### config.mk
export PLATFORM = sky130hd
export DESIGN_NAME = json_string_unescaper_unit
export DESIGN_NICKNAME = d
export VERILOG_FILES = /design/src/jsu_pkg.sv /design/src/jsu_decode.sv /design/src/jsu_resbuf.sv /design/src/json_string_unescaper_unit.sv
export SDC_FILE = /design/constraint.sdc
export NUM_CORES = 1
export LEC_CHECK = 0
export BUFFER_PORTS_ARGS = -buffer_cell sky130_fd_sc_hd__buf_4
export CAP_MARGIN = 40
export CORE_UTILIZATION = 56
export DETAILED_ROUTE_END_ITERATION = 8
export GPL_TIMING_DRIVEN = 0
export PLACE_DENSITY = 0.74
export SLEW_MARGIN = 20
export SYNTH_ARGS = -nofsm -noshare
export SYNTH_HDL_FRONTEND = slang
export SYNTH_HIERARCHICAL = 1
export SYNTH_SLANG_ARGS = --single-unit
### constraint.sdc
create_clock -name aclk -period 2.4 [get_ports aclk]
set_clock_uncertainty 0.15 [all_clocks]
set_input_delay 0.6 -clock aclk [delete_from_list [all_inputs] [get_ports aclk]]
set_output_delay 0.6 -clock aclk [all_outputs]
set_load 0.01 [all_outputs]
### src/jsu_pkg.sv
package jsu_pkg;

    // Widths of the item fields.
    localparam int BYTE_W  = 8;
    localparam int KIND_W  = 2;
    localparam int ERR_W   = 3;
    localparam int MODE_W  = 3;
    localparam int SEEN_W  = 2;
    localparam int CP_W    = 16;
    localparam int NIB_W   = 4;

    // Most results that one input item can cause.
    localparam int RES_MAX = 3;
    localparam int CNT_W   = 2;
    localparam int IDX_W   = 2;

    // Index of the last of the four hex digits in a unicode escape.
    localparam logic [SEEN_W-1:0] HEX_LAST_DIGIT = SEEN_W'(4 - 1);

    // Parse modes. Codes four to seven behave as waiting.
    localparam logic [MODE_W-1:0] MODE_WAIT = 3'd0;
    localparam logic [MODE_W-1:0] MODE_STR  = 3'd1;
    localparam logic [MODE_W-1:0] MODE_ESC  = 3'd2;
    localparam logic [MODE_W-1:0] MODE_HEX  = 3'd3;

    // Result kinds.
    localparam logic [KIND_W-1:0] KIND_DATA = 2'd0;
    localparam logic [KIND_W-1:0] KIND_DONE = 2'd1;
    localparam logic [KIND_W-1:0] KIND_ERR  = 2'd2;

    // Error codes.
    localparam logic [ERR_W-1:0] ERR_NONE     = 3'd0;
    localparam logic [ERR_W-1:0] ERR_NO_QUOTE = 3'd0;
    localparam logic [ERR_W-1:0] ERR_CTRL     = 3'd1;
    localparam logic [ERR_W-1:0] ERR_ESC_CUT  = 3'd2;
    localparam logic [ERR_W-1:0] ERR_UNI_CUT  = 3'd3;
    localparam logic [ERR_W-1:0] ERR_BAD_HEX  = 3'd4;
    localparam logic [ERR_W-1:0] ERR_BAD_ESC  = 3'd5;
    localparam logic [ERR_W-1:0] ERR_UNTERM   = 3'd6;

    // Characters of interest.
    localparam logic [BYTE_W-1:0] CH_QUOTE  = 8'h22;
    localparam logic [BYTE_W-1:0] CH_BSLASH = 8'h5C;
    localparam logic [BYTE_W-1:0] CH_SLASH  = 8'h2F;
    localparam logic [BYTE_W-1:0] CH_B      = 8'h62;
    localparam logic [BYTE_W-1:0] CH_F      = 8'h66;
    localparam logic [BYTE_W-1:0] CH_N      = 8'h6E;
    localparam logic [BYTE_W-1:0] CH_R      = 8'h72;
    localparam logic [BYTE_W-1:0] CH_T      = 8'h74;
    localparam logic [BYTE_W-1:0] CH_U      = 8'h75;
    localparam logic [BYTE_W-1:0] CTRL_LIMIT = 8'h20;

    localparam logic [BYTE_W-1:0] CODE_BS  = 8'h08;
    localparam logic [BYTE_W-1:0] CODE_FF  = 8'h0C;
    localparam logic [BYTE_W-1:0] CODE_LF  = 8'h0A;
    localparam logic [BYTE_W-1:0] CODE_CR  = 8'h0D;
    localparam logic [BYTE_W-1:0] CODE_TAB = 8'h09;

    typedef struct packed {
        logic [BYTE_W-1:0] text_byte;
        logic              text_end;
    } jsu_in_t;

    typedef struct packed {
        logic [BYTE_W-1:0] out_byte;
        logic [KIND_W-1:0] kind;
        logic [ERR_W-1:0]  error_code;
        logic              last;
    } jsu_res_t;

    typedef struct packed {
        logic [MODE_W-1:0] parse_mode;
        logic [SEEN_W-1:0] hex_digits_seen;
        logic [CP_W-1:0]   code_point_acc;
        logic              bad_hex_seen;
    } jsu_state_t;

    // All results of one input item, slot 0 first.
    typedef struct packed {
        jsu_res_t [RES_MAX-1:0] res;
        logic [CNT_W-1:0]       cnt;
    } jsu_batch_t;

    typedef struct packed {
        logic             ok;
        logic [NIB_W-1:0] nib;
    } jsu_hex_t;

    localparam jsu_state_t STATE_IDLE = '{
        parse_mode: MODE_WAIT, hex_digits_seen: '0, code_point_acc: '0, bad_hex_seen: 1'b0};

    function automatic jsu_hex_t hex_decode(input logic [BYTE_W-1:0] c);
        jsu_hex_t h;
        h.ok  = 1'b1;
        h.nib = '0;
        if (c >= 8'h30 && c <= 8'h39) begin
            h.nib = c[NIB_W-1:0];
        end else if ((c >= 8'h61 && c <= 8'h66) || (c >= 8'h41 && c <= 8'h46)) begin
            // Letters a to f and A to F share their low three bits.
            h.nib = NIB_W'(c[2:0]) + NIB_W'(9);
        end else begin
            h.ok = 1'b0;
        end
        return h;
    endfunction

    function automatic jsu_res_t mk_res(input logic [KIND_W-1:0] kind,
                                        input logic [ERR_W-1:0]  code,
                                        input logic [BYTE_W-1:0] b);
        jsu_res_t r;
        r.out_byte   = b;
        r.kind       = kind;
        r.error_code = code;
        r.last       = 1'b0;
        return r;
    endfunction

endpackage

### src/jsu_decode.sv
module jsu_decode
    import jsu_pkg::*;
(
    input  jsu_state_t state,
    input  jsu_in_t    item,
    output jsu_state_t state_next,
    output jsu_batch_t batch
);

    jsu_hex_t          hv;
    logic [CP_W-1:0]   cp;
    logic              bad;
    logic [BYTE_W-1:0] c;

    assign c  = item.text_byte;
    assign hv = hex_decode(c);
    assign cp = {state.code_point_acc[CP_W-NIB_W-1:0], hv.nib};
    assign bad = state.bad_hex_seen | ~hv.ok;

    always_comb begin
        state_next = state;
        batch      = '0;

        unique case (state.parse_mode)
            MODE_STR: begin
                if (item.text_end) begin
                    state_next   = STATE_IDLE;
                    batch.res[0] = mk_res(KIND_ERR, ERR_UNTERM, '0);
                    batch.cnt    = CNT_W'(1);
                end else if (c == CH_QUOTE) begin
                    state_next   = STATE_IDLE;
                    batch.res[0] = mk_res(KIND_DONE, ERR_NONE, '0);
                    batch.cnt    = CNT_W'(1);
                end else if (c < CTRL_LIMIT) begin
                    state_next   = STATE_IDLE;
                    batch.res[0] = mk_res(KIND_ERR, ERR_CTRL, '0);
                    batch.cnt    = CNT_W'(1);
                end else if (c == CH_BSLASH) begin
                    state_next.parse_mode = MODE_ESC;
                end else begin
                    batch.res[0] = mk_res(KIND_DATA, ERR_NONE, c);
                    batch.cnt    = CNT_W'(1);
                end
            end
            MODE_ESC: begin
                if (item.text_end) begin
                    state_next   = STATE_IDLE;
                    batch.res[0] = mk_res(KIND_ERR, ERR_ESC_CUT, '0);
                    batch.cnt    = CNT_W'(1);
                end else begin
                    state_next.parse_mode = MODE_STR;
                    batch.cnt             = CNT_W'(1);
                    priority case (c)
                        CH_QUOTE, CH_BSLASH, CH_SLASH:
                              batch.res[0] = mk_res(KIND_DATA, ERR_NONE, c);
                        CH_B: batch.res[0] = mk_res(KIND_DATA, ERR_NONE, CODE_BS);
                        CH_F: batch.res[0] = mk_res(KIND_DATA, ERR_NONE, CODE_FF);
                        CH_N: batch.res[0] = mk_res(KIND_DATA, ERR_NONE, CODE_LF);
                        CH_R: batch.res[0] = mk_res(KIND_DATA, ERR_NONE, CODE_CR);
                        CH_T: batch.res[0] = mk_res(KIND_DATA, ERR_NONE, CODE_TAB);
                        CH_U: begin
                            state_next = '{parse_mode: MODE_HEX, hex_digits_seen: '0,
                                           code_point_acc: '0, bad_hex_seen: 1'b0};
                            batch.cnt  = '0;
                        end
                        default: begin
                            state_next   = STATE_IDLE;
                            batch.res[0] = mk_res(KIND_ERR, ERR_BAD_ESC, '0);
                        end
                    endcase
                end
            end
            MODE_HEX: begin
                if (item.text_end) begin
                    state_next   = STATE_IDLE;
                    batch.res[0] = mk_res(KIND_ERR, ERR_UNI_CUT, '0);
                    batch.cnt    = CNT_W'(1);
                end else if (state.hex_digits_seen == HEX_LAST_DIGIT) begin
                    if (bad) begin
                        state_next   = STATE_IDLE;
                        batch.res[0] = mk_res(KIND_ERR, ERR_BAD_HEX, '0);
                        batch.cnt    = CNT_W'(1);
                    end else begin
                        state_next            = STATE_IDLE;
                        state_next.parse_mode = MODE_STR;
                        // UTF-8 form of the gathered code point.
                        if (cp < 16'h0080) begin
                            batch.res[0] = mk_res(KIND_DATA, ERR_NONE, cp[BYTE_W-1:0]);
                            batch.cnt    = CNT_W'(1);
                        end else if (cp < 16'h0800) begin
                            batch.res[0] = mk_res(KIND_DATA, ERR_NONE, {3'b110, cp[10:6]});
                            batch.res[1] = mk_res(KIND_DATA, ERR_NONE, {2'b10, cp[5:0]});
                            batch.cnt    = CNT_W'(2);
                        end else begin
                            batch.res[0] = mk_res(KIND_DATA, ERR_NONE, {4'b1110, cp[15:12]});
                            batch.res[1] = mk_res(KIND_DATA, ERR_NONE, {2'b10, cp[11:6]});
                            batch.res[2] = mk_res(KIND_DATA, ERR_NONE, {2'b10, cp[5:0]});
                            batch.cnt    = CNT_W'(3);
                        end
                    end
                end else begin
                    state_next.code_point_acc  = cp;
                    state_next.hex_digits_seen = state.hex_digits_seen + SEEN_W'(1);
                    state_next.bad_hex_seen    = bad;
                end
            end
            default: begin
                if (!item.text_end && c == CH_QUOTE) begin
                    state_next            = STATE_IDLE;
                    state_next.parse_mode = MODE_STR;
                end else begin
                    state_next   = STATE_IDLE;
                    batch.res[0] = mk_res(KIND_ERR, ERR_NO_QUOTE, '0);
                    batch.cnt    = CNT_W'(1);
                end
            end
        endcase

        // Flag the final result of the item.
        for (int i = 0; i < RES_MAX; i++) begin
            batch.res[i].last = (batch.cnt == CNT_W'(i + 1));
        end
    end

endmodule

### src/jsu_resbuf.sv
module jsu_resbuf
    import jsu_pkg::*;
(
    input  logic       aclk,
    input  logic       aresetn,
    input  logic       load,
    input  jsu_batch_t batch,
    output logic       free,
    output logic       m_valid,
    input  logic       m_ready,
    output jsu_res_t   m_data
);

    jsu_batch_t       batch_reg;
    logic [IDX_W-1:0] idx_reg;
    logic             valid_reg;
    logic             at_last;

    assign at_last = (CNT_W'(idx_reg) + CNT_W'(1)) == batch_reg.cnt;
    assign free    = !valid_reg || (m_ready && at_last);
    assign m_valid = valid_reg;

    always_comb begin
        unique case (idx_reg)
            2'd0:    m_data = batch_reg.res[0];
            2'd1:    m_data = batch_reg.res[1];
            2'd2:    m_data = batch_reg.res[2];
            default: m_data = batch_reg.res[0];
        endcase
    end

    always_ff @(posedge aclk) begin
        if (!aresetn) begin
            valid_reg <= 1'b0;
            idx_reg   <= '0;
        end else if (load) begin
            valid_reg <= (batch.cnt != '0);
            idx_reg   <= '0;
        end else if (valid_reg && m_ready) begin
            if (at_last) begin
                valid_reg <= 1'b0;
            end
            idx_reg <= idx_reg + IDX_W'(1);
        end
    end

    always_ff @(posedge aclk) begin
        if (load) begin
            batch_reg <= batch;
        end
    end

endmodule

### src/json_string_unescaper_unit.sv
// JSON string unescaper. Feed the text of one JSON string, opening quote
// first, one byte per item; text_end marks the end of the text and carries no
// byte. Each item yields zero to three results: decoded bytes (kind 0), a
// completion on the closing quote (kind 1), or an error (kind 2) with its code,
// and the final result of an item has last set. A \u escape emits the UTF-8
// form of its 16-bit code point; surrogates are not paired. After a completion
// or an error the block waits for a new opening quote. Items are taken at one
// per cycle as long as each produces at most one result and the result port
// is not stalled; an item that yields several results holds the single result
// port until its last result is taken, so that port sets the rate. An accepted
// item waits in the input register, then its results go to the result buffer.
module json_string_unescaper_unit
    import jsu_pkg::*;
(
    input  logic     aclk,
    input  logic     aresetn,
    input  logic     s_valid,
    output logic     s_ready,
    input  jsu_in_t  s_data,
    output logic     m_valid,
    input  logic     m_ready,
    output jsu_res_t m_data
);

    jsu_in_t    in_reg;
    logic       in_valid_reg;
    jsu_state_t state_reg;
    jsu_state_t state_next;
    jsu_batch_t batch;
    logic       buf_free;
    logic       load;

    // The held item is decoded and its results loaded once the result
    // buffer is empty or hands over its final result in this cycle.
    assign load    = in_valid_reg && buf_free;
    assign s_ready = !in_valid_reg || load;

    always_ff @(posedge aclk) begin
        if (!aresetn) begin
            in_valid_reg <= 1'b0;
            state_reg    <= STATE_IDLE;
        end else begin
            if (s_valid && s_ready) begin
                in_valid_reg <= 1'b1;
            end else if (load) begin
                in_valid_reg <= 1'b0;
            end
            if (load) begin
                state_reg <= state_next;
            end
        end
    end

    always_ff @(posedge aclk) begin
        if (s_valid && s_ready) begin
            in_reg <= s_data;
        end
    end

    jsu_decode u_decode (
        .state      (state_reg),
        .item       (in_reg),
        .state_next (state_next),
        .batch      (batch)
    );

    jsu_resbuf u_resbuf (
        .aclk    (aclk),
        .aresetn (aresetn),
        .load    (load),
        .batch   (batch),
        .free    (buf_free),
        .m_valid (m_valid),
        .m_ready (m_ready),
        .m_data  (m_data)
    );

endmodule

==> run_results.csv <==
group,metric,value,unit
outcome,status,"finished, violations left",
outcome,violations,"setup timing",
floorplan,pin_count,29,
worst_hold_path,hold-path-cell-count,1,
floorplan,die_w,89.4,um
worst_hold_path,hold_class,"in -> reg",
critical_path,r2r_cells,9,
floorplan,core,7330,um2
cts,clock-root-buffer,"clkbuf_8",
place,pre_cts_ws,-445,ps
floorplan,fp-row-count,31,
timing,layout_min_cycle_time,2620,ps
timing,hold_viol,0,
critical_path,cp-end-kind,"flip-flop",
synthesis,syn_area,4280,um2
power,p_leak,0.00217,uW
drt,drcViolationCount,0,
drt,drt_iter0_markers,434,
timing,finalMaxSlewViolations,0,
worst_hold_path,hold_path_startpoint,"s_data[3]",
timing,fin_crit_sh,1.09,
floorplan,start_util,0.584,
critical_path,cp-startpoint,"in_reg[4]",
timing,max_freq,0.382,GHz
global_routing,overflow,0,
global_routing,grt_max_degree,55,
layout,final_nets,550,
timing,fin_ws,-219,ps
cts,clock-sinks,75,
layout,final_area,5710,um2
critical_path,crit-reg2reg-launch,"in_reg[4]",
critical_path,required,2500,ps
global_routing,antenna_found_initial,0,
global_routing,grt_pass1_wl,17.7,mm
cts,cts_buffer_depth,2,
drt,viasPerCell,6.19,
cts,cts_buffers,9,
place,dpl_cell_area,4660,um2
drt,routedWlPerCell,19.1,um
place,dpl.cell_count,572,
power,peakVddDrop,0.000273,V
cts,htree_levels,3,
place,place.gp.congestion,0.991,
drt,ant_nets,0,
layout,final_common_cell,"buf_4",
flow_run,cap_viol_max_count,0,
power,p_per_area,507,nW/um2
timing,relSlewSlack,0.555,
place,hpwl,7.49,mm
critical_path,critPathArrivalTime,2720,ps
floorplan,die_h,89.4,um
timing,fin_tns_setup,-3820,ps
layout,diodes,0,
critical_path,critPathMaxFanout,9,
layout,final_cell_mix,"buf_4, edfxtp_1, nand2_1, nor2_1, o21ai_1",
timing,rsz0062_at_grt,"yes",
cts,worstSkewPairLatency,350,ps
critical_path,reg2reg_to,"u_resbuf/m_valid",
synthesis,synth_area_per_cell,9.89,um2
drt,first_pass_iters,5,
drt,wirelength,12.1,mm
synthesis,synth_cells,433,
drt,num_vias,3919,
critical_path,worstSetupEndpoint,"u_resbuf/m_valid",
critical_path,start_kind,"flip-flop",
layout,largest_reg_flops,44,
global_routing,grt.total_usage,0.303,
timing,worstMarginPinSlew,667,ps
synthesis,yosysWarnings,6,
floorplan,die_area,8000,um2
cts,clk_pin_slew,90,ps
layout,instances_no_fill,633,
layout,drive_gt1_frac,0.373,
layout,syn_to_final_growth,33.3,%
timing,finalSetupViolCount,42,
critical_path,r2r_slack,-220,ps
global_routing,grt_pass1_vias,3494,
critical_path,path_class,"reg -> reg",
cts,cts_tree,"built",
place,numPortBuffers,28,
==> critical path, stage by stage, from the launching register on <==
cell      delay (ps)
edfxtp_1         400
buf_6            170
nor4b_4          290
buf_4            200
nand3_4          170
a21oi_4          220
a21oi_2          110
or3_4            410
o211a_1          210
a41o_1           190
==> power breakdown <==
group / leakage (uW) / total (uW) / switching [uW] / internal, uW
logic: 0.00141 / 405 / 216 / 189
clock network: 0.0000988 / 1020 / 524 / 499
registers: 0.000669 / 1460 / 28.4 / 1440
==> per-stage QoR <==
stage	util	hold slack, ps	total power (uW)
floorplan	-	277	1670
global placement	0.636	287	1770
detailed placement	0.636	302	1780
CTS	0.739	266	2840
global route	0.778	261	2990
finish	0.778	269	2890
==> layout make-up <==
| class | instances | area [um2] |
|---|---|---|
| timing repair buffer | 76 | 647 |
| inverter | 16 | 62.6 |
| tap | 99 | 124 |
| fill | 484 | 1630 |
| clock inverter | 7 | 82.6 |
| sequential | 75 | 2030 |
| clock buffer | 9 | 124 |
| multi-input combinational | 310 | 2330 |
| buffer | 41 | 299 |
==> routing by layer <==
metal | share of wire | vias to the layer above | track usage
met4 | 0.039 | 0 | 0.147
met2 | 0.48 | 229 | 0.490
li1 | - | 1807 | -
met1 | 0.40 | 1833 | 0.393
met3 | 0.080 | 50 | 0.0554
met5 | 0 | - | 0
==> repair_timing <==
item | 4_1_cts | 5_1_grt
setup buffers | 29 | 19
hold buffers | 0 | 0
resized for setup | 65 | 35
endpoints found under the hold margin | 0 | 0
endpoints found under the setup margin | 100 | 61
pin swaps | 16 | 12
==> worst min path at each step <==
| stage | end | slack [ps] |
|---|---|---|
| after floorplan | state_reg[20] | 280 |
| after global placement | state_reg[20] | 290 |
| after detailed placement | state_reg[20] | 300 |
| after CTS | in_reg[2] | 270 |
| after global routing | in_reg[3] | 260 |
| final | in_reg[3] | 270 |
No activity file was read; power rests on OpenSTA's default activity.
